[config.mk]
export PLATFORM = sky130hd
export DESIGN_NAME = pdma_ctrl
export DESIGN_NICKNAME = d
export VERILOG_FILES = /design/src/rtl/pdma_pkg.sv /design/src/rtl/pdma_ctrl.sv
export SDC_FILE = /design/constraint.sdc
export NUM_CORES = 1
export LEC_CHECK = 0
export ABC_AREA = 1
export BUFFER_PORTS_ARGS = -buffer_cell sky130_fd_sc_hd__buf_2
export CAP_MARGIN = 20
export CORE_UTILIZATION = 30
export CTS_CLUSTER_SIZE = 14
export DETAILED_ROUTE_END_ITERATION = 8
export PLACE_DENSITY_LB_ADDON = 0.3
export SLEW_MARGIN = 30
export SYNTH_ARGS = -nofsm -noshare
export SYNTH_HDL_FRONTEND = slang
export SYNTH_SLANG_ARGS = --single-unit
[constraint.sdc]
create_clock -name i_clk -period 1.9 [get_ports i_clk]
set_clock_uncertainty 0.2 [all_clocks]
set_input_delay 0.095 -clock i_clk [delete_from_list [all_inputs] [get_ports i_clk]]
set_output_delay 0.095 -clock i_clk [all_outputs]
set_load 0.005 [all_outputs]
[src/rtl/pdma_pkg.sv]
// Shared types, constants and arithmetic helpers for the percent difference
// moment accumulator. No dependencies.
`timescale 1ns / 1ps

package pdma_pkg;

    localparam int CHANNELS = 16;
    localparam int CH_W     = (CHANNELS > 1) ? $clog2(CHANNELS) : 1;
    localparam int DIV_W    = 56;   // |c - r| * 100 * 2^16 fits in 56 bits

    localparam logic signed [63:0] SAT_MAX = 64'sh7FFF_FFFF_FFFF_FFFF;
    localparam logic signed [31:0] X_MAX   = 32'sh7FFF_FFFF;
    localparam logic signed [31:0] X_MIN   = 32'sh8000_0000;

    typedef enum logic [3:0] {
        ST_IDLE,
        ST_PCT_GO,
        ST_PCT_WAIT,
        ST_CLAMP,
        ST_CNT_GO,
        ST_CNT_WAIT,
        ST_MUL_GO,
        ST_MUL_WAIT,
        ST_WB,
        ST_OUT
    } t_state;

    // multiply sequence, in issue order
    typedef enum logic [3:0] {
        M_P1,
        M_TERM,
        M_DN2,
        M_C1,
        M_NN,
        M_CQ,
        M_D1,
        M_D,
        M_E1,
        M_E,
        M_A1,
        M_A,
        M_B1,
        M_B
    } t_mstep;

    localparam int NSTEP = 14;

    typedef enum logic [1:0] {
        SH_0,
        SH_16,
        SH_32
    } t_shift;

    typedef struct packed {
        logic   load;
        logic   pct_start;
        logic   clamp;
        logic   cnt_start;
        logic   dn_load;
        logic   mul_start;
        logic   res_load;
        t_mstep step;
        logic   wb;
        logic   out_load;
    } t_cmd;

    typedef struct packed {
        logic trivial;
        logic skip_now;
        logic div_done;
        logic mul_done;
        logic out_free;
    } t_sts;

    function automatic logic [63:0] umag64(input logic signed [63:0] v);
        return v[63] ? 64'(-v) : 64'(v);
    endfunction

    // add saturating to +-(2^63 - 1)
    function automatic logic signed [63:0] sadd64(input logic signed [63:0] a,
                                                  input logic signed [63:0] b);
        logic signed [64:0] s;
        s = {a[63], a} + {b[63], b};
        if (!s[64] && s[63])
            return SAT_MAX;
        else if (s[64] && (!s[63] || (s[62:0] == 63'd0)))
            return -SAT_MAX;
        else
            return s[63:0];
    endfunction

endpackage

[src/rtl/pdma_ctrl.sv]
// Sequencer for one sample: percent divide, clamp, count divide, multiply
// chain, write-back, result transfer. Depends on pdma_pkg.
`timescale 1ns / 1ps

module pdma_ctrl (
    input  logic           i_clk,
    input  logic           i_rst_n,
    input  logic           i_in_valid,
    output logic           o_in_ready,
    input  pdma_pkg::t_sts i_sts,
    output pdma_pkg::t_cmd o_cmd
);
    import pdma_pkg::*;

    t_state r_state, n_state;
    t_mstep r_step, n_step;

    always_comb begin
        n_state = r_state;
        n_step  = r_step;
        case (r_state)
            ST_IDLE:     if (i_in_valid) n_state = ST_PCT_GO;
            ST_PCT_GO:   n_state = i_sts.trivial ? ST_CLAMP : ST_PCT_WAIT;
            ST_PCT_WAIT: if (i_sts.div_done) n_state = ST_CLAMP;
            ST_CLAMP:    n_state = i_sts.skip_now ? ST_OUT : ST_CNT_GO;
            ST_CNT_GO:   n_state = ST_CNT_WAIT;
            ST_CNT_WAIT: begin
                if (i_sts.div_done) begin
                    n_state = ST_MUL_GO;
                    n_step  = M_P1;
                end
            end
            ST_MUL_GO:   n_state = ST_MUL_WAIT;
            ST_MUL_WAIT: begin
                if (i_sts.mul_done) begin
                    if (r_step == M_B) begin
                        n_state = ST_WB;
                    end else begin
                        n_state = ST_MUL_GO;
                        n_step  = t_mstep'(r_step + 1'b1);
                    end
                end
            end
            ST_WB:       n_state = ST_OUT;
            ST_OUT:      if (i_sts.out_free) n_state = ST_IDLE;
            default:     n_state = ST_IDLE;
        endcase
    end

    always_comb begin
        o_cmd           = '0;
        o_cmd.step      = r_step;
        o_in_ready      = 1'b0;
        case (r_state)
            ST_IDLE: begin
                o_in_ready = 1'b1;
                o_cmd.load = i_in_valid;
            end
            ST_PCT_GO:   o_cmd.pct_start = !i_sts.trivial;
            ST_CLAMP:    o_cmd.clamp = 1'b1;
            ST_CNT_GO:   o_cmd.cnt_start = 1'b1;
            ST_CNT_WAIT: o_cmd.dn_load = i_sts.div_done;
            ST_MUL_GO:   o_cmd.mul_start = 1'b1;
            ST_MUL_WAIT: o_cmd.res_load = i_sts.mul_done;
            ST_WB:       o_cmd.wb = 1'b1;
            ST_OUT:      o_cmd.out_load = i_sts.out_free;
            default:     o_cmd = '0;
        endcase
    end

    always_ff @(posedge i_clk) begin
        if (!i_rst_n) begin
            r_state <= ST_IDLE;
            r_step  <= M_P1;
        end else begin
            r_state <= n_state;
            r_step  <= n_step;
        end
    end

endmodule

# == Word level (Yosys, flattened, before mapping) ==
# Index checks and enable logic that the tools add are counted.
# W data, S select, Z words.
# op_classes
addsub,1
n_eq_ne,16
muxes,24
n_reduce_logical,6
# ops
op,count
$mux W4,11
$pmux W4 S10,1
$eq A4 B3 Y1 const B,4
$eq A4 B4 Y1 const B,3
$ne A2 B2 Y1 const B,6
$mux W1,11
$reduce_or A9 Y1,1
$eq A4 B2 Y1 const B,2
$pmux W4 S2,1
$reduce_and A5 Y1,1
$add A4 B1 Y4 const B,1
$eq A4 B1 Y1 const B,1
$logic_not A4 Y1,1
$reduce_and A4 Y1,1
$reduce_bool A2 Y1,1
$logic_not A1 Y1,1
# word_totals
reg_bits,8
in_bits,8
output_inout_bits,14
wordCells,49

# == Logic depth before layout (Yosys ltp) ==
# Gate-level depths: netlist of the first run.
# depth
depth_word,4
depth_mapped,11

# == Worst setup path before layout of the first run ==
# OpenSTA, ideal clock, no wires.
# synth_timing
path_type,flip-flop to flip-flop
from,reg r_state[1]
to,reg r_step[1]
setup_ns,0.125
arrival_ns,1.061
required_ns,1.575
setup_slack_ns,0.514
stages_incl_launch_ff,12
path_buffers,1
synth_period_minus_slack_ns,1.386
path_cell_list,dfxtp_1 buf_6 inv_1 nand2_2 nor2_2 nand2_2 nand2_4 inv_2 nand2_4 nand2_1 nand2_1 nor2_1
# synth_via
elab_chain_len,3
word_cells_on_any_way,8
cone_classes,eq/ne: 5; mux: 1; reduce/logical: 2
# synth_lines
element,line_no,text
from (decl),pdma_ctrl.sv:15,"t_state r_state, n_state;"
from (signal assigned),pdma_ctrl.sv:76,r_state <= n_state;
$eq A4 B3 Y1,pdma_ctrl.sv:21,case (r_state)
$ne A2 B2 Y1 (no source line) or $reduce_bool A2 Y1 (tied branches),--,
$reduce_and A4 Y1 (no source line),--,
to (signal assigned),pdma_ctrl.sv:77,r_step <= n_step;
to (decl),pdma_ctrl.sv:16,"t_mstep r_step, n_step;"
# Parallel ways exist; a longest one is shown, timed or not.
# A chain may end at the register's enable or synchronous reset.

==> run_results.csv, run 1 <==
group,metric,value,unit
routing,drtIter0Drc,15,
worst_setup_path,required,1600,ps
placed_design,dp.cells,173,
floorplanning,core,2230,um^2
routing,drc,0,
clock_tree,cts_buffers,3,
timing,setup_viol,0,
job,cap_violations,0,
worst_setup_path,cp-start-kind,"register",
timing,fmax,0.578,GHz
yosys,synth_area,718,um^2
floorplanning,dieHeight,50.9,um
grt,grt_pass1_vias,749,
floorplanning,io-pin-count,22,
clock_tree,htree_levels,1,
grt,grtUsageTotal,15.7,%
placed_design,pre_cts_ws,341,ps
clock_tree,cts_tree,"built",
grt,grt_pass1_wl,3090,um
outcome,status,"complete, no violations",
yosys,ys_seq_area_share,22.3,%
placed_design,place.gp.congestion,0.850,
grt,antenna_found_initial,0,
routing,num_vias,826,
worst_setup_path,worstSetupPathType,"register to output pin",
yosys,syn_inst,125,
clock_tree,cts_setup_buffers,0,
pwr,ir_worst_vdd,0.309,mV
worst_setup_path,crit_path_end_kind,"output pin",
clock_tree,cts_max_path_buffers,2,
timing,hold_violations,0,
clock_tree,cts_sinks,8,
clock_tree,insertion_delay,260,ps
timing,timing.final.ws_setup,168,ps
timing,final.period_utilization,91.1,%
floorplanning,initial_core_util,32.2,%
timing,worstMarginPinSlew,294,ps
layout,fin_nets,162,
grt,grt_overflow,0,
worst_setup_path,cp_data_arrival_time,1440,ps
pwr,power,0.000596,W
timing,maxSlewHeadroom,80.2,%
timing,min_period,1730,ps
yosys,synth_seq_cells,8,
routing,wire_per_inst,9.99,um
clock_tree,post_cts_resized,0,
layout,stdcell_count,178,
grt,grt_max_degree,9,
yosys,yosysWarnings,0,
routing,dr.pass1.iters,4,
placed_design,numPortBuffers,21,
timing,fin_setup_tns,0,ps
timing,final_max_slew_viol_count,0,
pwr,cellPowerDensity,670,nW/um^2
layout,syn2layout_area_growth,23.9,%
worst_hold_path,hold_path.class,"input port to register",
floorplanning,rows,17,
placed_design,dp_hpwl,1450,um
routing,drt-total-wl,1780,um
clock_tree,clk_pin_slew,50,ps
clock_tree,root_buffer,"clkbuf_4",
yosys,synth_nets,135,
floorplanning,die-area,2590,um^2
pwr,leakage,0.488,nW
yosys,syn_avg_cell_area,5.75,um^2
yosys,yosys.cell_types.count,20,
routing,ant_nets,0,
routing,vias_per_cell,4.64,
worst_setup_path,crit_path_max_fanout,6,
timing,rsz0062_at_grt,"no",
layout,diodes,0,
floorplanning,die_w,50.9,um
layout,drive_gt1_share,25.3,%
## worst max-delay path, stage by stage (launching register included)
cell,delay (ps)
dfxtp_1,470
inv_1,100
nor2_1,140
nor2_1,50
o21ai_0,80
buf_4,160
nand2_1,50
inv_1,50
buf_2,100
## synthesized netlist by cell type
| cell | n | area share (%) |
|---|---|---|
| nor2_2 | 4 | 3.5 |
| inv_1 | 20 | 10 |
| nand2_1 | 31 | 16 |
| o21ai_0 | 5 | 3.5 |
| a21oi_2 | 1 | 1.2 |
| ha_1 | 2 | 3.5 |
| nand3_1 | 8 | 5.6 |
| nor2_1 | 21 | 11 |
| xnor2_1 | 1 | 1.2 |
| buf_4 | 1 | 1.0 |
| dfxtp_1 | 8 | 22 |
| nand2_2 | 3 | 2.6 |
| nor4_1 | 1 | 0.87 |
| buf_6 | 1 | 1.6 |
| nand4_1 | 1 | 0.87 |
| inv_2 | 2 | 1.0 |
| a21oi_1 | 9 | 6.3 |
| nand2_4 | 3 | 4.7 |
| xor2_1 | 1 | 1.2 |
| nor3_1 | 2 | 1.4 |
## flip-flops by register name, summed over array words and instances (netlist names)
| name | flops |
|---|---|
| r_state | 4 |
| r_step | 4 |
## logic make-up (layout without fill, tap and decap cells)
family	after synthesis	in the layout	share of synthesized area (%)
and+or+nand+nor	74	74	46.7
buffers and inverters	24	49	14.1
AOI/OAI and AO/OA	15	15	11.0
DFF	8	8	22.3
adders and majority gates	2	2	3.48
xor gates and xnor gates	2	2	2.44
## per-stage QoR
step                hold WS [ps]  area [um^2]  utilization [%]
CTS                         34.5          890             39.8
finish                      41.9          890             39.8
floorplan                   26.5          718                -
global placement             223          847             37.9
global route                83.1          890             39.8
detailed placement           216          847             37.9
## cell type report
| cell class | instances | area, um^2 |
|---|---|---|
| Tap cell | 28 | 35.0 |
| Timing Repair Buffer | 24 | 133 |
| Multi-Input combinational cell | 93 | 457 |
| Fill cell | 263 | 1340 |
| Clock buffer | 3 | 22.5 |
| Sequential cell | 8 | 160 |
| Inverter | 22 | 82.6 |
## path summary, 6_finish.rpt
| path | start | to | slack (ps) | cells past startpoint |
|---|---|---|---|---|
| worst max-delay path | r_state[2] | o_cmd[2] | 170 | 8 |
| worst min-delay path | i_sts[3] | r_state[3] | 40 | 5 |
| worst max register to register | r_state[1] | r_step[3] | 310 | 8 |
| worst min register to register | r_step[3] | r_step[3] | 340 | 2 |
## routing by layer
metal | up-vias | part of all wire (%) | global-route usage (%)
li1 | 433 | - | -
met1 | 369 | 48 | 17.9
met2 | 19 | 45 | 27.2
met3 | 5 | 4.4 | 3.27
met4 | 0 | 2.0 | 8.33
met5 | - | 0 | 0
## layout by cell type (no fill, tap or decap)
cell,netlist,routed
inv_1,20,20
nand2_2,3,3
buf_4,1,1
nor2_1,21,21
nor2_2,4,4
inv_2,2,2
dfxtp_1,8,8
o21ai_0,5,5
a21oi_2,1,1
ha_1,2,2
nand2_1,31,31
xnor2_1,1,1
nor3_1,2,2
nand4_1,1,1
clkbuf_4,0,3
buf_2,0,21
a21oi_1,9,9
xor2_1,1,1
nand3_1,8,8
dlygate4sd3_1,0,2
nor4_1,1,1
nand2_4,3,3
## power breakdown
group	switching (W)	total (W)	internal (W)	leakage, nW
Clock	0.0000617	0.000134	0.0000725	0.0138
Sequential	0.0000322	0.000217	0.000184	0.0649
Combinational	0.000149	0.000245	0.0000968	0.409
## timing repair
item | CTS | global route
hold buffers | 2 | 0
setup endpoints to repair | 0 | 0
endpoints found under the hold margin | 6 | 0
(Power assumes the default switching activity.)
==> run 2: changes to the inputs <==
- CORE_UTILIZATION: 30 -> 26
==> run 2 against run 1 <==
Net effect:
- sequential power about the same
- largest cell class unchanged
- critical path depth unchanged
- worst hold slack got worse by 1.2 ps
==> run_results.csv, run 2 (synthesized netlist as in run 1, its figures left out) <==
group,metric,value,unit
routing,drtIter0Drc,18,
worst_setup_path,required,1600,ps
floorplanning,dieHeight,54.6,um
clock_tree,cts_sinks,8,
pwr,seqPwrFrac,36.3,%
pwr,clkPwrFrac,22.6,%
placed_design,pre_cts_ws,323,ps
placed_design,numPortBuffers,21,
grt,grt_max_degree,9,
pwr,power_frac_comb,41.1,%
timing,hold_violations,0,
layout,n_fill_cell,287,
clock_tree,cts_max_path_buffers,2,
layout,top_regs,"r_state (4), r_step (4)",
timing,worstMarginPinSlew,295,ps
placed_design,place.gp.congestion,0.824,
worst_setup_path,cp-start-kind,"register",
pwr,switching_share,41.2,%
worst_hold_path,hold-path-cell-count,5,
timing,maxSlewHeadroom,80.1,%
timing,min_period,1740,ps
grt,grt_pass1_wl,2800,um
pwr,p_sw,0.000248,W
clock_tree,cts_buffers,3,
floorplanning,initial_core_util,28.2,%
timing,timing.final.ws_setup,161,ps
clock_tree,post_cts_resized,0,
outcome,status,"complete, no violations",
pwr,p_int,0.000354,W
clock_tree,htree_levels,1,
timing,final.period_utilization,91.5,%
pwr,ir_worst_vdd,0.325,mV
layout,syn2layout_area_growth,24.2,%
grt,grtUsageTotal,13.3,%
clock_tree,clk_pin_slew,60,ps
layout,drive_gt1_share,25.3,%
routing,drc,0,
layout,final_cell_mix,"31 x nand2_1, 21 x nor2_1, 21 x buf_2",
timing,final_max_slew_viol_count,0,
grt,grt_overflow,0,
worst_setup_path,crit_path_max_fanout,6,
timing,setup_viol,0,
grt,grt_pass1_vias,671,
layout,fin_nets,162,
worst_setup_path,ff2ff_path_depth,6,
layout,diodes,0,
floorplanning,die-area,2980,um^2
worst_hold_path,hold_path.class,"input port to register",
grt,antenna_found_initial,0,
pwr,cellPowerDensity,674,nW/um^2
job,cap_violations,0,
floorplanning,core,2540,um^2
routing,drt-total-wl,1790,um
routing,ant_nets,0,
routing,vias_per_cell,4.59,
worst_setup_path,cp_data_arrival_time,1440,ps
floorplanning,io-pin-count,22,
worst_setup_path,worstSetupPathType,"register to output pin",
floorplanning,rows,18,
clock_tree,insertion_delay,260,ps
timing,fmax,0.575,GHz
timing,fin_setup_tns,0,ps
pwr,leakage,0.488,nW
floorplanning,die_w,54.6,um
routing,dr.pass1.iters,4,
timing,rsz0062_at_grt,"no",
clock_tree,root_buffer,"clkbuf_4",
layout,final_common_cell,"nand2_1",
clock_tree,cts_tree,"built",
routing,wire_per_inst,9.94,um
placed_design,dp_hpwl,1420,um
worst_setup_path,crit_path_end_kind,"output pin",
routing,num_vias,827,
[run 2: cell counts in the layout (fill, tap and decap cells not counted)]
Identical to the previous run, type by type.
[run 2: stage by stage]
step | std cells | util [%] | hold WS, ps | power, W | cell area [um^2]
after floorplan | 125 | - | 26.5 | 0.000403 | 718
after global placement | 175 | 33.4 | 217 | 0.000467 | 850
after detailed placement | 175 | 33.4 | 216 | 0.000465 | 850
after CTS | 180 | 35.1 | 35.4 | 0.000607 | 892
after global routing | 180 | 35.1 | 77.0 | 0.000656 | 892
final | 180 | 35.1 | 40.7 | 0.000601 | 892
[run 2: worst paths after layout]
| check | slack (ps) | endpoint | startpoint |
|---|---|---|---|
| hold / removal | 40 | r_state[3] | i_sts[3] |
| hold reg to reg | 320 | r_step[3] | r_step[3] |
| setup / recovery | 160 | o_cmd[2] | r_state[2] |
| setup reg to reg | 310 | r_step[0] | r_state[0] |
[run 2: area by class of cell]
cell class	count	area, um^2	area share, %
clock buffers	3	22.5	2.52
inverters	22	82.6	9.26
flip-flops and latches	8	160	18.0
multi-input cells	93	457	51.2
well taps	30	37.5	4.21
repair buffers	24	133	14.9
[run 2: what timing repair did]
item,CTS,global route
hold buffers,2,0
buffers inserted,0,0
endpoints found under the hold margin,8,0
[run 2: power by group through the flow]
stage / clock network [W] / logic, W / registers (W)
floorplan: 0 / 0.000208 / 0.000195
global placement: 0 / 0.000244 / 0.000223
detailed placement: 0 / 0.000243 / 0.000222
CTS: 0.000142 / 0.000248 / 0.000218
global route: 0.000146 / 0.000288 / 0.000222
finish: 0.000136 / 0.000247 / 0.000218
[run 2: worst max-delay path, cell delays in order (launching register included)]
cell	delay (ps)
dfxtp_1	450
inv_1	90
nor2_1	140
nor2_1	50
o21ai_0	80
buf_4	160
nand2_1	60
inv_1	50
buf_2	100
[run 2: per-layer routing]
| metal | share of wire (%) | GRT usage [%] | vias to the layer above | wire length (um) |
|---|---|---|---|---|
| met1 | 47 | 16.4 | 357 | 833 |
| met2 | 48 | 22.6 | 26 | 854 |
| li1 | - | - | 444 | - |
| met4 | 0 | 5.13 | 0 | 0 |
| met5 | 0 | 0 | - | 0 |
| met3 | 5.6 | 2.50 | 0 | 101 |
